### src/hdl/gu2x_pkg.sv
`timescale 1ns / 1ps

package gu2x_pkg;

   localparam int MAX_COLS_DEF    = 1024;
   localparam int SAMPLE_BITS_DEF = 32;
   localparam int QUEUE_DEPTH     = 4;

   localparam int ROW_W      = 17;
   localparam int COL_W      = 11;
   localparam int COLS_REG_W = 11;
   localparam int ROWS_REG_W = 16;
   localparam int ROW_IDX_W  = 16;
   localparam int CSR_DATA_W = 16;
   localparam int CSR_ADDR_W = 1;
   localparam int KIND_W     = 9;

   localparam logic [CSR_ADDR_W-1:0] CSR_GRID_COLS = 1'b0;
   localparam logic [CSR_ADDR_W-1:0] CSR_GRID_ROWS = 1'b1;

   localparam logic [COLS_REG_W-1:0] GRID_COLS_RST = 11'd180;
   localparam logic [ROWS_REG_W-1:0] GRID_ROWS_RST = 16'd280;

   // result kinds, one bit each, in emission order
   localparam logic [KIND_W-1:0] KIND_UP_DIAG   = 9'b000000001;
   localparam logic [KIND_W-1:0] KIND_UP_VERT   = 9'b000000010;
   localparam logic [KIND_W-1:0] KIND_UP_EDGE   = 9'b000000100;
   localparam logic [KIND_W-1:0] KIND_MID_HORZ  = 9'b000001000;
   localparam logic [KIND_W-1:0] KIND_MID_SELF  = 9'b000010000;
   localparam logic [KIND_W-1:0] KIND_MID_EDGE  = 9'b000100000;
   localparam logic [KIND_W-1:0] KIND_BOT_HORZ  = 9'b001000000;
   localparam logic [KIND_W-1:0] KIND_BOT_SELF  = 9'b010000000;
   localparam logic [KIND_W-1:0] KIND_BOT_EDGE  = 9'b100000000;

   typedef struct packed {
      logic [KIND_W-1:0] kinds;
      logic [ROW_W-1:0]  row_up;
      logic [ROW_W-1:0]  row_mid;
      logic [ROW_W-1:0]  row_bot;
      logic [COL_W-1:0]  col_left;
      logic [COL_W-1:0]  col_self;
      logic [COL_W-1:0]  col_edge;
   } gu2x_ctrl_type;

endpackage

### src/hdl/gu2x_back.sv
`timescale 1ns / 1ps

module gu2x_back #(
   parameter int SAMPLE_BITS = gu2x_pkg::SAMPLE_BITS_DEF
) (
   input  logic                             clock,
   input  logic                             reset,
   input  logic                             head_valid,
   input  gu2x_pkg::gu2x_ctrl_type          head_ctrl,
   input  logic [4*SAMPLE_BITS-1:0]         head_values,
   output logic                             pop,
   output logic                             rsp_tvalid,
   input  logic                             rsp_tready,
   output logic [gu2x_pkg::ROW_W-1:0]       out_row,
   output logic [gu2x_pkg::COL_W-1:0]       out_col,
   output logic [SAMPLE_BITS-1:0]           value,
   output logic                             last
);

   localparam int SB = SAMPLE_BITS;
   localparam int KW = gu2x_pkg::KIND_W;

   logic                     cur_valid_ff;
   logic [KW-1:0]            kinds_ff, kinds_in;
   gu2x_pkg::gu2x_ctrl_type  ctrl_ff;
   logic [4*SB-1:0]          values_ff;
   logic                     rsp_valid_ff;
   logic [gu2x_pkg::ROW_W-1:0] row_ff, row_in;
   logic [gu2x_pkg::COL_W-1:0] col_ff, col_in;
   logic [SB-1:0]            value_ff, value_in;
   logic                     last_ff;

   logic [KW-1:0]            pick;
   logic                     out_free, emit, done;
   logic [SB-1:0]            v_self, v_horz, v_vert, v_diag;

   always_comb begin
      {v_diag, v_vert, v_horz, v_self} = values_ff;
      pick     = kinds_ff & (~kinds_ff + KW'(1));
      kinds_in = kinds_ff & ~pick;
      done     = (kinds_in == '0);
      out_free = !rsp_valid_ff || rsp_tready;
      emit     = cur_valid_ff && out_free;
      pop      = head_valid && (!cur_valid_ff || (emit && done));
      row_in   = ctrl_ff.row_mid;
      col_in   = ctrl_ff.col_self;
      value_in = v_self;
      case (pick)
         gu2x_pkg::KIND_UP_DIAG: begin
            row_in = ctrl_ff.row_up;  col_in = ctrl_ff.col_left; value_in = v_diag;
         end
         gu2x_pkg::KIND_UP_VERT: begin
            row_in = ctrl_ff.row_up;  col_in = ctrl_ff.col_self; value_in = v_vert;
         end
         gu2x_pkg::KIND_UP_EDGE: begin
            row_in = ctrl_ff.row_up;  col_in = ctrl_ff.col_edge; value_in = v_vert;
         end
         gu2x_pkg::KIND_MID_HORZ: begin
            row_in = ctrl_ff.row_mid; col_in = ctrl_ff.col_left; value_in = v_horz;
         end
         gu2x_pkg::KIND_MID_SELF: begin
            row_in = ctrl_ff.row_mid; col_in = ctrl_ff.col_self; value_in = v_self;
         end
         gu2x_pkg::KIND_MID_EDGE: begin
            row_in = ctrl_ff.row_mid; col_in = ctrl_ff.col_edge; value_in = v_self;
         end
         gu2x_pkg::KIND_BOT_HORZ: begin
            row_in = ctrl_ff.row_bot; col_in = ctrl_ff.col_left; value_in = v_horz;
         end
         gu2x_pkg::KIND_BOT_SELF: begin
            row_in = ctrl_ff.row_bot; col_in = ctrl_ff.col_self; value_in = v_self;
         end
         gu2x_pkg::KIND_BOT_EDGE: begin
            row_in = ctrl_ff.row_bot; col_in = ctrl_ff.col_edge; value_in = v_self;
         end
         default: begin
            row_in = ctrl_ff.row_mid; col_in = ctrl_ff.col_self; value_in = v_self;
         end
      endcase
   end

   always_ff @(posedge clock) begin
      if (reset) begin
         cur_valid_ff <= 1'b0;
         rsp_valid_ff <= 1'b0;
      end else begin
         if (pop) begin
            cur_valid_ff <= 1'b1;
         end else if (emit && done) begin
            cur_valid_ff <= 1'b0;
         end
         if (out_free) begin
            rsp_valid_ff <= emit;
         end
      end
   end

   always_ff @(posedge clock) begin
      if (pop) begin
         kinds_ff  <= head_ctrl.kinds;
         ctrl_ff   <= head_ctrl;
         values_ff <= head_values;
      end else if (emit) begin
         kinds_ff <= kinds_in;
      end
      if (emit) begin
         row_ff   <= row_in;
         col_ff   <= col_in;
         value_ff <= value_in;
         last_ff  <= done;
      end
   end

   assign rsp_tvalid = rsp_valid_ff;
   assign out_row    = row_ff;
   assign out_col    = col_ff;
   assign value      = value_ff;
   assign last       = last_ff;

endmodule
### config.mk
export PLATFORM = sky130hd
export DESIGN_NAME = gu2x_back
export DESIGN_NICKNAME = d
export VERILOG_FILES = /design/src/hdl/gu2x_pkg.sv /design/src/hdl/gu2x_back.sv
export SDC_FILE = /design/constraint.sdc
export NUM_CORES = 1
export LEC_CHECK = 0
export BUFFER_PORTS_ARGS = -buffer_cell sky130_fd_sc_hd__buf_2
export CAP_MARGIN = 20
export CORE_AREA = 2 2 160 162
export DETAILED_ROUTE_END_ITERATION = 8
export DIE_AREA = 0 0 162 164
export GPL_TIMING_DRIVEN = 0
export MAX_ROUTING_LAYER = met4
export PLACE_DENSITY = 0.65
export SYNTH_ARGS = -nofsm -noshare
export SYNTH_HDL_FRONTEND = slang
export SYNTH_SLANG_ARGS = --single-unit
### constraint.sdc
create_clock -name clock -period 15.9 [get_ports clock]
set_clock_uncertainty 0.2 [all_clocks]
set_input_delay 3.18 -clock clock [delete_from_list [all_inputs] [get_ports clock]]
set_output_delay 3.18 -clock clock [all_outputs]
set_load 0.1 [all_outputs]
==> run_results.csv <==
group,metric,value,unit
synth,synth_top_area_share,82.2,%
global_routing,antenna_found_initial,4,
floorplanning,core_area,24800,sq um
setup_path,path_delay_family,"buffers and inverters",
drt,ant_nets,0,
drt,drtIter0Drc,443,
setup_path,r2r-start,"kinds_ff[4]$_DFFE_PP_",
setup_path,ff2ff_path_depth,9,
synth,async_flop_share,0,%
setup_path,worst-setup-path-type,"input pin to output port",
pwr,leakagePower,5.26,nW
setup_path,crit_top_cell,"buf_6",
clock_tree,cts-resized-gates,0,
clock_tree,root_buffer,"clkbuf_16",
timing,rsz0062_at_grt,"no",
synth,synth_area,10300,sq um
clock_tree,cts_buffer_depth,3,
final_layout,stdcell_count,1241,
timing,tightest_slew,0.775,ns
timing,slew_headroom,48.4,%
pwr,finalPower,0.00190,W
drt,routedWlPerCell,18.6,um
pwr,ir_worst_vdd,0.0992,mV
drt,vias,6051,
clock_tree,post_cts_buffers,0,
synth,synth_edf_count,282,
worst_hold_path,holdCritStartpoint,"cur_valid_ff$_SDFFE_PP0P_",
global_routing,grt_pass1_wl,33900,um
place,io_buffers,287,
final_layout,regArea,8510,sq um
clock_tree,cts_tree,"done",
clock_tree,cts_hold_buf,0,
pwr,cellInternalPower,0.00138,W
final_layout,area_delta_synth_final,29.5,%
final_layout,finalNetCount,1112,
setup_path,critical-path-max-stage-delay,0.63,ns
job,cap_viol_max_count,0,
drt,dr.pass1.iters,6,
setup_path,crit_arrival,5.35,ns
timing,finalCritPeriodShare,54.9,%
drt,viasPerCell,4.88,
final_layout,multi_input_area,1560,sq um
synth,synthTopCellsByCount,"edfxtp_1 (282), o21ai_0 (45), a22oi_1 (32)",
timing,period_needed,8.73,ns
drt,wl,23100,um
timing,fmax,115,MHz
setup_path,worstPathCellList,"buf_2, nand2b_1, nand2_1, o41ai_4, buf_6, buf_6, buf_6, buf_2",
synth,synthTopCellsByArea,"edfxtp_1 (82%), a22oi_1 (2.3%), o21ai_0 (2.2%)",
setup_path,path_max_fanout,16,
clock_tree,clkLatencyLatePin,0.55,ns
synth,synth_cell_types,39,
global_routing,grt_max_degree,40,
synth,ys_seq_area_share,82.6,%
global_routing,grt_pass1_vias,6251,
synth,syn-mean-instance-area,18.8,sq um
pwr,sequentialPowerShare,48.3,%
floorplanning,dieWidth,162,um
place,dp_hpwl,16200,um
synth,syn_inst,548,
run_status,outcome,"completed",
floorplanning,start_util,41.5,%
pwr,p_sw,0.000516,W
pwr,power_frac_comb,16.7,%
final_layout,fill_cells,2089,
floorplanning,dieArea,26600,sq um
synth,synth-seq-cells,284,
timing,finalSetupViolCount,0,
setup_path,end_kind,"output port",
worst_hold_path,min_to,"rsp_tvalid$_SDFFE_PP0P_",
drt,drc,0,
clock_tree,clk_pin_slew,0.06,ns
synth,synthMostInstantiatedCell,"edfxtp_1",
pwr,p_sw_share,27.2,%
setup_path,startpoint_type,"input pin",
clock_tree,cts.sinks,284,
final_layout,final_layout_size_suffix_gt1_share,40.1,%
place,dp.cells,1184,
floorplanning,dieHeight,164,um
setup_path,rrSetupSlack,12.30,ns
place,gp_congestion,0.765,
timing,finalHoldViolations,0,
clock_tree,numCtsBuffers,29,
floorplanning,ioPinCount,288,
global_routing,track_usage,17.4,%
floorplanning,rows,58,
timing,fin_tns_setup,0,ns
setup_path,rr_endpoint,"values_ff[106]$_DFFE_PP_",
synth,synth_top_cell_by_area,"edfxtp_1",
global_routing,overflow,0,
setup_path,cp.required,12.52,ns
timing,finalMaxSlewViolations,0,
synth,yosys_warnings,0,
pwr,power_density,142,nW/um^2
pwr,clkPwrFrac,35.0,%
worst_hold_path,whs_path_depth,2,
clock_tree,htreeDepth,1,
synth,synth.net_count,773,
setup_path,crit_slowest_cell,"o41ai_4",
worst_hold_path,hp-class,"register to register",
synth,synth_ff_type,"edfxtp_1",
setup_path,path_buf_inv,5,
==> power groups by stage <==
stage	clock network, W	registers [W]	logic [W]
final	0.000664	0.000916	0.000317
after global routing	0.000709	0.000921	0.000339
after CTS	0.000680	0.000917	0.000320
after detailed placement	0	0.000932	0.000319
after global placement	0	0.000945	0.000305
after floorplan	0	0.00106	0.000103
==> final cells by class <==
| type | instances | share of cell area [%] |
|---|---|---|
| antenna | 4 | 0.0750 |
| buffer | 27 | 0.910 |
| clock buffer | 35 | 5.61 |
| clock inverter | 16 | 1.31 |
| inverter | 30 | 0.844 |
| multi-input combinational | 207 | 11.7 |
| sequential | 284 | 63.8 |
| tap | 330 | 3.10 |
| timing repair buffer | 308 | 12.7 |
==> per-layer routing <==
metal | GRT usage, % | vias to the layer above | share of wire, %
li1 | - | 2891 | -
met1 | 21.2 | 2855 | 40
met2 | 28.9 | 259 | 49
met3 | 4.42 | 46 | 8.8
met4 | 4.99 | 0 | 2.1
met5 | - | - | 0
==> sequential cells by signal (all words and copies together), names as in the netlist <==
| register | cells |
|---|---|
| rsp_tvalid | 1 |
| cur_valid_ff | 1 |
| values_ff | 128 |
| out_col | 11 |
| value | 32 |
| last | 1 |
| out_row | 17 |
| kinds_ff | 9 |
| ctrl_ff | 84 |
==> cells by family (layout without fill, tap and decap cells) <==
logic type                 count (synthesis)  in the layout  synth area share, %
and+or+nand+nor                           31             31                 1.90
muxes                                     22             22                 2.28
adders and majority gates                  1              1                0.109
buffers and inverters                     57            416                 2.27
DFF                                      284            284                 82.6
other                                      0              4                    0
AOI/OAI and AO/OA                        153            153                 10.8
==> worst register-to-register path: stages, from the launching register on <==
cell      delay, ns
edfxtp_1       0.51
maj3_2         0.34
o31a_1         0.31
o41ai_4        0.71
buf_6          0.28
buf_6          0.21
buf_6          0.19
buf_6          0.17
buf_8          0.17
buf_6          0.20
==> metrics by stage <==
step / hold WS [ns] / worst slack [ns] / utilization, % / area, sq um
2_1_floorplan: 0.248 / 1.30 / - / 10300
3_3_place_gp: 0.263 / -1.96 / 48.9 / 12100
3_5_place_dp: 0.278 / 7.18 / 49.9 / 12400
4_1_cts: 0.308 / 7.16 / 53.6 / 13300
5_1_grt: 0.334 / 7.06 / 53.7 / 13300
6_report: 0.312 / 7.17 / 53.7 / 13300
==> how the worst max path moves through the flow <==
stage                    start   to  slack [ns]  cells after the start
floorplan           rsp_tready  pop        1.30                      3
global placement    rsp_tready  pop       -1.96                      5
detailed placement  rsp_tready  pop        7.18                      8
CTS                 rsp_tready  pop        7.16                      8
global route        rsp_tready  pop        7.06                      8
finish              rsp_tready  pop        7.17                      8
==> placed cells by master (no fill, tap or decap), types with 3 or more instances in the layout <==
cell       netlist  final
nand2_1          6      6
a22o_1          17     17
buf_2            4    291
a22oi_1         32     32
o221ai_1        11     11
clkinv_2         0      5
mux2i_1         19     19
a2bb2oi_1       16     16
buf_6            2     17
clkbuf_16        0     29
diode_2          0      4
o21ai_0         45     45
nor2_1           7      7
edfxtp_1       282    282
bufinv_16        0      4
nor3_1           4      4
clkbuf_1        21     27
clkinv_1         0      6
inv_1           30     30
a21o_1          18     18
buf_8            0      3
mux2_4           3      3
a21oi_1          4      4
Power figures use the tool's default switching activity.
