--- src/hdl/gu2x_pkg.sv ---
`timescale 1ns / 1ps

package gu2x_pkg;

   localparam int MAX_COLS_DEF    = 1024;
   localparam int SAMPLE_BITS_DEF = 32;
   localparam int QUEUE_DEPTH     = 4;

   localparam int ROW_W      = 17;
   localparam int COL_W      = 11;
   localparam int COLS_REG_W = 11;
   localparam int ROWS_REG_W = 16;
   localparam int ROW_IDX_W  = 16;
   localparam int CSR_DATA_W = 16;
   localparam int CSR_ADDR_W = 1;
   localparam int KIND_W     = 9;

   localparam logic [CSR_ADDR_W-1:0] CSR_GRID_COLS = 1'b0;
   localparam logic [CSR_ADDR_W-1:0] CSR_GRID_ROWS = 1'b1;

   localparam logic [COLS_REG_W-1:0] GRID_COLS_RST = 11'd180;
   localparam logic [ROWS_REG_W-1:0] GRID_ROWS_RST = 16'd280;

   // result kinds, one bit each, in emission order
   localparam logic [KIND_W-1:0] KIND_UP_DIAG   = 9'b000000001;
   localparam logic [KIND_W-1:0] KIND_UP_VERT   = 9'b000000010;
   localparam logic [KIND_W-1:0] KIND_UP_EDGE   = 9'b000000100;
   localparam logic [KIND_W-1:0] KIND_MID_HORZ  = 9'b000001000;
   localparam logic [KIND_W-1:0] KIND_MID_SELF  = 9'b000010000;
   localparam logic [KIND_W-1:0] KIND_MID_EDGE  = 9'b000100000;
   localparam logic [KIND_W-1:0] KIND_BOT_HORZ  = 9'b001000000;
   localparam logic [KIND_W-1:0] KIND_BOT_SELF  = 9'b010000000;
   localparam logic [KIND_W-1:0] KIND_BOT_EDGE  = 9'b100000000;

   typedef struct packed {
      logic [KIND_W-1:0] kinds;
      logic [ROW_W-1:0]  row_up;
      logic [ROW_W-1:0]  row_mid;
      logic [ROW_W-1:0]  row_bot;
      logic [COL_W-1:0]  col_left;
      logic [COL_W-1:0]  col_self;
      logic [COL_W-1:0]  col_edge;
   } gu2x_ctrl_type;

endpackage

--- src/hdl/gu2x_queue.sv ---
`timescale 1ns / 1ps

module gu2x_queue #(
   parameter int DATA_W = 8,
   parameter int DEPTH  = gu2x_pkg::QUEUE_DEPTH
) (
   input  logic                       clock,
   input  logic                       reset,
   input  logic                       push,
   input  logic [DATA_W-1:0]          push_data,
   input  logic                       pop,
   output logic                       head_valid,
   output logic [DATA_W-1:0]          head_data,
   output logic [$clog2(DEPTH+1)-1:0] count
);

   localparam int PW = $clog2(DEPTH);
   localparam int CW = $clog2(DEPTH + 1);

   logic [DATA_W-1:0] slot_ff [DEPTH];
   logic [PW-1:0]     wr_ff, rd_ff;
   logic [CW-1:0]     count_ff;

   always_ff @(posedge clock) begin
      if (reset) begin
         wr_ff    <= '0;
         rd_ff    <= '0;
         count_ff <= '0;
      end else begin
         if (push) begin
            wr_ff <= (32'(wr_ff) == DEPTH - 1) ? '0 : wr_ff + PW'(1);
         end
         if (pop) begin
            rd_ff <= (32'(rd_ff) == DEPTH - 1) ? '0 : rd_ff + PW'(1);
         end
         if (push && !pop) begin
            count_ff <= count_ff + CW'(1);
         end else if (pop && !push) begin
            count_ff <= count_ff - CW'(1);
         end
      end
   end

   always_ff @(posedge clock) begin
      if (push) begin
         slot_ff[wr_ff] <= push_data;
      end
   end

   assign head_valid = (count_ff != '0);
   assign head_data  = slot_ff[rd_ff];
   assign count      = count_ff;

endmodule

--- config.mk ---
export PLATFORM = sky130hd
export DESIGN_NAME = gu2x_queue
export DESIGN_NICKNAME = d
export VERILOG_FILES = /design/src/hdl/gu2x_pkg.sv /design/src/hdl/gu2x_queue.sv
export SDC_FILE = /design/constraint.sdc
export NUM_CORES = 1
export LEC_CHECK = 0
export BUFFER_PORTS_ARGS = -buffer_cell sky130_fd_sc_hd__buf_4
export CELL_PAD_IN_SITES_DETAIL_PLACEMENT = 1
export CELL_PAD_IN_SITES_GLOBAL_PLACEMENT = 1
export CORE_AREA = 2 2 67 69
export DETAILED_ROUTE_END_ITERATION = 7
export DIE_AREA = 0 0 69 71
export GPL_ROUTABILITY_DRIVEN = 1
export PLACE_DENSITY = 0.71
export SETUP_SLACK_MARGIN = 0.05
export SLEW_MARGIN = 5
export SYNTH_ARGS = -nofsm -noshare
export SYNTH_HDL_FRONTEND = slang
export SYNTH_SLANG_ARGS = --single-unit
--- constraint.sdc ---
create_clock -name clock -period 2.57 [get_ports clock]
set_clock_uncertainty 0.2 [all_clocks]
set_input_delay 0.514 -clock clock [delete_from_list [all_inputs] [get_ports clock]]
set_output_delay 0.514 -clock clock [all_outputs]
set_load 0.01 [all_outputs]
==> results of run 1 <==
flip-flops by register name (all words and copies together) (netlist names), named ones only:
register,count
count,3
rd_ff,2
slot_ff,32
wr_ff,2
cells in the mapped netlist:
master	instances
clkbuf_2	1
ha_1	6
and2_1	4
a21oi_1	2
xor2_1	2
inv_1	4
mux4_2	8
dfxtp_1	9
o21ai_0	1
nor3b_1	1
edfxtp_1	32
mux2i_1	4
nor2_1	7
or3_1	2
buf_6	1
fa_1	1
final cells by class:
cell class,instances,area [µm²],area share
clock buffers,7,86.33,0.04513
clock inverters,1,6.256,0.003270
inverters,4,15.01,0.007848
multi-input cells,38,419.2,0.2191
flip-flops and latches,41,1141,0.5965
well taps,52,65.06,0.03401
repair buffers,24,180.2,0.09418
cells by family (layout without fill, tap and decap cells):
kind of cell | Yosys count | count (layout) | synth area share
compound gates | 3 | 3 | 0.009431
simple gates | 14 | 14 | 0.04481
buf+inv | 6 | 36 | 0.01965
flops | 41 | 41 | 0.7170
xor+xnor | 2 | 2 | 0.01101
mux | 12 | 12 | 0.1384
fa+ha+maj | 7 | 7 | 0.05975
worst max-delay path, delay by kind of cell (launching register included):
kind,cells,cell delay [ps]
mux,1,530
buf+inv,2,360
flops,1,310
through the flow:
| step | setup WS [ps] | hold slack, ps | power [mW] | utilization |
|---|---|---|---|---|
| finish | 359.6 | 223.2 | 1.393 | 0.4551 |
| detailed placement | 335.7 | 332.0 | 0.9829 | 0.4330 |
| CTS | 324.6 | 211.9 | 1.417 | 0.4551 |
| global route | 267.8 | 210.1 | 1.467 | 0.4551 |
| global placement | 433.8 | 287.6 | 0.9712 | 0.4330 |
| floorplan | 594.3 | 291.5 | 0.8890 | - |
power breakdown:
group          total [mW]  switching [mW]  leakage [nW]  internal, mW
combinational       0.184          0.0848         0.299        0.0994
clock               0.430           0.211        0.0488         0.219
sequential          0.778          0.0245         0.368         0.754
final timing paths:
| kind | end | cells after the start |
|---|---|---|
| setup reg to reg | count[2] | 4 |
| setup / recovery | head_data[2] | 3 |
| hold reg to reg | count[2] | 2 |
| hold / removal | slot_ff[1][5] | 1 |
cells in the final DEF (no fill, tap or decap), drive strengths merged:
cell type	count
mux2i	4
a21oi	2
nor2	7
buf	24
inv	5
fa	1
and2	4
o21ai	1
or3	2
xor2	2
nor3b	1
dfxtp	9
ha	6
edfxtp	32
clkbuf	7
mux4	8
layer usage:
layer / track usage / share of wire
met1: 0.1589 / 0.43
met2: 0.2073 / 0.50
met3: 0.04701 / 0.049
met4: 0.05882 / 0.019
met5: 0 / 0
==> results by group, run 1 <==
Worst setup path
  • Worst r2r src: count[0]
  • Startpoint Class: flop
  • Reg-to-reg slack, setup: between 800 and 900 ps
  • Crit-path slowest cell: mux4_2
  • Most common cell on crit path: buf_4
  • Critical Path AT: ~1500 ps
  • Data required, critical path: between 1500 and 2000 ps
  • Max incr delay on CP: roughly 530 ps
  • Kind of critical path: reg -> out
  • CP Capture Type: output pin
  • Crit path cell chain: buf_4 -> mux4_2 -> buf_4
  • Worst-path fanout max: 8

Clock tree
  • # resized after CTS: 0
  • H-tree Lvls: 2
  • # clock sinks: just over 40
  • CTS Root Cell: clkbuf_8
  • CTS Hold Bufs: 0
  • Post-CTS Setup Bufs: 0
  • CTS clk-pin slew, worst paths: 80 ps
  • Skew-Pair Late Insertion Delay: 290 ps
  • CTS max path bufs: 2
  • CTS buffer count: 5
  • TritonCTS clock tree: done

Route
  • DRT antenna net count: 0
  • Routed WL per cell: 16.65 µm
  • Vias post-DR: slightly above 800
  • DRC errors left: 0
  • Drt pass-1 iters: 4
  • Initial DRC count: 57
  • WL final: roughly 2800 µm
  • Vias per cell: 4.916

Synth
  • Top post-synthesis cells by area: edfxtp_1, dfxtp_1, mux4_2, ha_1, mux2i_1
  • Synth area leader: edfxtp_1
  • Syn Inst Count: 85
  • Yosys cell types: 16
  • Mapped Area: roughly 1600 µm²
  • Register area share after synthesis: 0.7170
  • Ys Warns: 0
  • Synth top area share: 0.6038
  • Register bit total from synthesis: between 40 and 50
  • Mean post-synth cell area: between 15 and 20 µm²
  • Net Count, Synth: between 100 and 150

Floorplan
  • Core box area: between 4000 and 5000 µm²
  • # IOs: 24
  • Initial Util: 0.3786
  • Die height: around 70 µm
  • Die area: around 5000 µm²
  • Die span in x: 69 µm
  • Num rows: 24

Cells and area
  • Layout cells sized above 1: 0.3391
  • Nets: ~130
  • Area grow syn2layout: 20.20%
  • Design area: ~1900 µm²
  • # fillers: 427
  • Fin cells: 167
  • Inserted Diodes: 0

GRT
  • Tot GR Track Use: 0.1297
  • Vias in the first global route: 870
  • Initial antenna violation count: 0
  • GRT overflow: 0
  • First-pass GRT wire length: 4643 µm
  • Largest net degree at the start of global routing: 14

Timing
  • Worst slew pin tran: between 400 and 500 ps
  • Hold Vio Cnt, Final: 0
  • Setup TNS: 0 ps
  • RSZ-0062 raised after global routing: no
  • Final setup vio count: 0
  • Fmax: roughly 450 MHz
  • Crit path time final: between 2000 and 2500 ps
  • Max-slew violation count: 0
  • Final period util: 0.8601
  • Relative slew slack: 0.6937

Worst hold path
  • Hold_sp: push_data[5]
  • Worst hold path type: in -> reg

Power
  • Worst vdd ir: slightly below 0.0003 V
  • Pwr per Cell Area: ~730 nW/µm²
  • Leak pwr: around 0.72 nW

Run status
  • Status: completed

Place
  • RePlAce Congestion: 0.7159
  • Port bufs: 23
  • DP Wirelength: a little under 2000 µm
  • Area after DPL: about 1800 µm²
  • Placed Cells incl. Taps: 159

Flow run
  • Max cap viols: 0
(Power assumes the default switching activity.)
==> inputs of run 2 (changes only) <==
ABC_AREA = 1   (was default)
CORE_AREA = 2 2 68 70   (was 2 2 67 69)
DIE_AREA = 0 0 70 72   (was 0 0 69 71)
PLACE_DENSITY = 0.74   (was 0.71)
==> run 2 against run 1 <==
Against the previous run:
- flip-flop and latch count is the same
- clock-buffer cell count is the same
- critical path type unchanged
- synthesized cell count grew 59%
- area after synthesis grew 3.6%
- largest power group unchanged
- cell count grew 30%
- critical endpoint is now head_data[3]
- via count grew 27%
- sequential share of layout area shrank 1.8 points
- power grew 1.5%
- non-clock buffer count is the same
- hold slack lost 16 ps
- wire length grew 14%
- highest routed layer unchanged
==> results by group, run 2 <==
Timing
  • Relative slew slack: 0.7351 (+0.04136)
  • Hold WS: 206.8 ps (-16.42 ps)
  • Max-slew violation count: 0 (unchanged)
  • Fmax: 455.3 MHz (+0.64%)
  • Setup ws final: 373.6 ps (+14.06 ps)
  • Worst slew pin tran: 397.0 ps (-62.47 ps)
  • Hold Vio Cnt, Final: 0 (unchanged)
  • Setup TNS: 0 ps (unchanged)
  • RSZ-0062 raised after global routing: no
  • Final period util: 0.8546 (-0.005470)
  • Crit path time final: 2196 ps (-14.06 ps)
  • Final setup vio count: 0 (unchanged)

Worst setup path
  • Crit path cell chain: inv_1 -> o21ai_0 -> o22ai_1 -> buf_4
  • CP Buf/Inv Count: 2 (unchanged)
  • Worst-path fanout max: 9 (+1)
  • Kind of critical path: reg -> out
  • Worst r2r path cells: 3 (-1)
  • Startpoint Class: flop
  • Data required, critical path: 1860 ps (about the same)
  • Crit-path slowest cell: dfxtp_1
  • Max incr delay on CP: 410 ps (-120 ps)
  • CP Capture Type: output pin
  • Delay-heaviest family, CP: buffers and inverters
  • Critical Path AT: 1480 ps (-20 ps)
  • Crit path depth: 4 (+1)

Power
  • Switch share: 0.2355 (+0.005241)
  • Psw: 0.3331 mW (+3.9%)
  • Seq pwr share: 0.549 (-0.010)
  • Leak pwr: 0.7997 nW (+12%)
  • Int Pwr: 1.081 mW (+0.86%)
  • Comb pwr share: 0.138 (+0.006)
  • Pwr per Cell Area: 716.8 nW/µm² (-1.5%)
  • Clock share of power: 0.313 (+0.004)
  • Worst vdd ir: 0.0003142 V (+7.0%)

Synth
  • Post-synthesis compound-gate area fraction: 0.1017 (+0.09224)
  • Net Count, Synth: 154 (+48%)
  • Ys Warns: 0 (unchanged)
  • Post-synth EDFFs: 32 (unchanged)
  • Largest family of logic cells by synthesized area: compound AO/OA/AOI/OAI gates
  • Synth Area in Adders: 0.05766 (-0.002085)
  • Async set-reset flop share out of synthesis: 0 (unchanged)
  • Mean post-synth cell area: 12.22 µm² (-35%)
  • Register area share after synthesis: 0.6920 (-0.02502)
  • Mux contribution to synthesized area: 0 (-0.1384)
  • XOR/XNOR Fraction of Synth Area: 0.005311 (-0.005695)
  • Register bit total from synthesis: 41 (unchanged)
  • Yosys cell types: 19 (+3)
  • Most frequent cells after synthesis: edfxtp_1, nor2_1, inv_1, o21ai_0
  • Top post-synthesis cells by area: edfxtp_1, dfxtp_1, nor2_1, ha_1, o21ai_0
  • Top_reg_cell synth: edfxtp_1
  • Synth top area share: 0.5827 (-0.02107)
  • Synth area leader: edfxtp_1
  • Area share of and/or/nand/nor cells after synthesis: 0.09332 (+0.04851)
  • Cell with the most instances after synthesis: edfxtp_1
  • Mapped Area: 1649 µm² (+3.6%)
  • Syn Inst Count: 135 (+59%)

Floorplan
  • Initial Util: 0.3867 (+0.008166)
  • Die height: 72 µm (+1.4%)
  • Core box area: 4264 µm² (+1.4%)
  • Die area: 5040 µm² (+2.9%)
  • # IOs: 24 (unchanged)
  • Num rows: 24 (unchanged)
  • Die span in x: 70 µm (+1.4%)

Route
  • Drt pass-1 iters: 4 (unchanged)
  • DRC errors left: 0 (unchanged)
  • WL final: 3172 µm (+14%)
  • Initial DRC count: 71 (+25%)
  • Routed WL per cell: 14.62 µm (-12%)
  • Vias post-DR: 1040 (+27%)
  • Vias per cell: 4.793 (-2.5%)
  • DRT antenna net count: 0 (unchanged)

Clock tree
  • Skew-Pair Late Insertion Delay: 280 ps (about the same)
  • CTS Hold Bufs: 0 (unchanged)
  • H-tree Lvls: 2 (unchanged)
  • CTS buffer count: 5 (unchanged)
  • # clock sinks: 41 (unchanged)
  • # resized after CTS: 0 (unchanged)
  • Post-CTS Setup Bufs: 0 (unchanged)
  • CTS clk-pin slew, worst paths: 70 ps (about the same)
  • CTS Root Cell: clkbuf_8
  • TritonCTS clock tree: done
  • CTS max path bufs: 2 (unchanged)

GRT
  • Largest net degree at the start of global routing: 17 (+3)
  • First-pass GRT wire length: 5444 µm (+17%)
  • Vias in the first global route: 1149 (+32%)
  • Tot GR Track Use: 0.1443 (+0.01459)
  • GRT overflow: 0 (unchanged)
  • Initial antenna violation count: 0 (unchanged)

Cells and area
  • Max reg flops: 32 (unchanged)
  • Layout cells sized above 1: 0.2242 (-0.1149)
  • Area grow syn2layout: 19.65%
  • Commonest non-fill, non-tap cell in the layout: edfxtp_1
  • Most frequent cells in the layout: edfxtp_1, buf_4, nor2_1
  • Largest Register: slot_ff
  • Nets: 183 (+38%)
  • Final Util: 0.4627 (+0.007675)
  • Inserted Diodes: 0 (unchanged)

Run status
  • Status: completed

Place
  • Port bufs: 23 (unchanged)
  • RePlAce Congestion: 0.7311 (+2.1%)
  • DP Wirelength: 2302 µm (+17%)
  • Place WS: 564.3 ps (+228.6 ps)

Worst hold path
  • Worst hold path type: in -> reg
  • WHS Path Cells: 2 (+1)

Flow run
  • Max cap viols: 0 (unchanged)
run 2: changes by cell type after synthesis, sizes merged, moves of 8 or more:
cell,previous run,this run
nor2,7,25
inv,4,16
o22ai,0,8
o21ai,1,19
mux4,8,0
nand2,0,9
run 2: cell type report:
type	instances	area, µm²
well taps	52	65.06
fillers	471	2291
flip-flops and latches	41	1141
inverters	16	60.06
clock buffers	7	96.34
repair buffers	24	180.2
clock inverters	1	5.005
multi-input cells	76	425.4
run 2: metrics by stage:
stage / total power [mW] / instances / area [µm²]
2_1_floorplan: 0.8937 / 135 / 1649
6_report: 1.414 / 217 / 1973
5_1_grt: 1.493 / 217 / 1973
3_3_place_gp: 0.9772 / 209 / 1872
4_1_cts: 1.434 / 217 / 1973
3_5_place_dp: 0.9903 / 209 / 1872
run 2: logic make-up after synthesis:
| family | count (synthesis) |
|---|---|
| flip-flops | 41 |
| buffers and inverters | 18 |
| AND/OR/NAND/NOR | 38 |
| AO/OA/AOI/OAI | 30 |
| adder cells (fa/ha/maj) | 7 |
| XOR/XNOR | 1 |
run 2: power groups by stage:
stage | Combinational (mW) | Sequential, mW | Clock (mW)
CTS | 0.200 | 0.777 | 0.458
global route | 0.226 | 0.781 | 0.487
global placement | 0.188 | 0.789 | 0
floorplan | 0.106 | 0.788 | 0
detailed placement | 0.199 | 0.791 | 0
finish | 0.196 | 0.776 | 0.443
run 2: path summary, 6_finish.rpt:
kind	from	to	slack, ps
hold / removal	reset	count[0]	210
setup / recovery	flop	head_data[3]	370
hold reg to reg	rd_ff[1]	rd_ff[1]	350
setup reg to reg	wr_ff[0]	slot_ff[3][5]	1080
run 2: routing by layer:
layer	GRT usage	up-vias	wire length (µm)
met5	0	-	0
met4	0.04487	0	30
met3	0.04583	5	151
met2	0.2709	22	1707
met1	0.1554	485	1282
li1	-	528	-
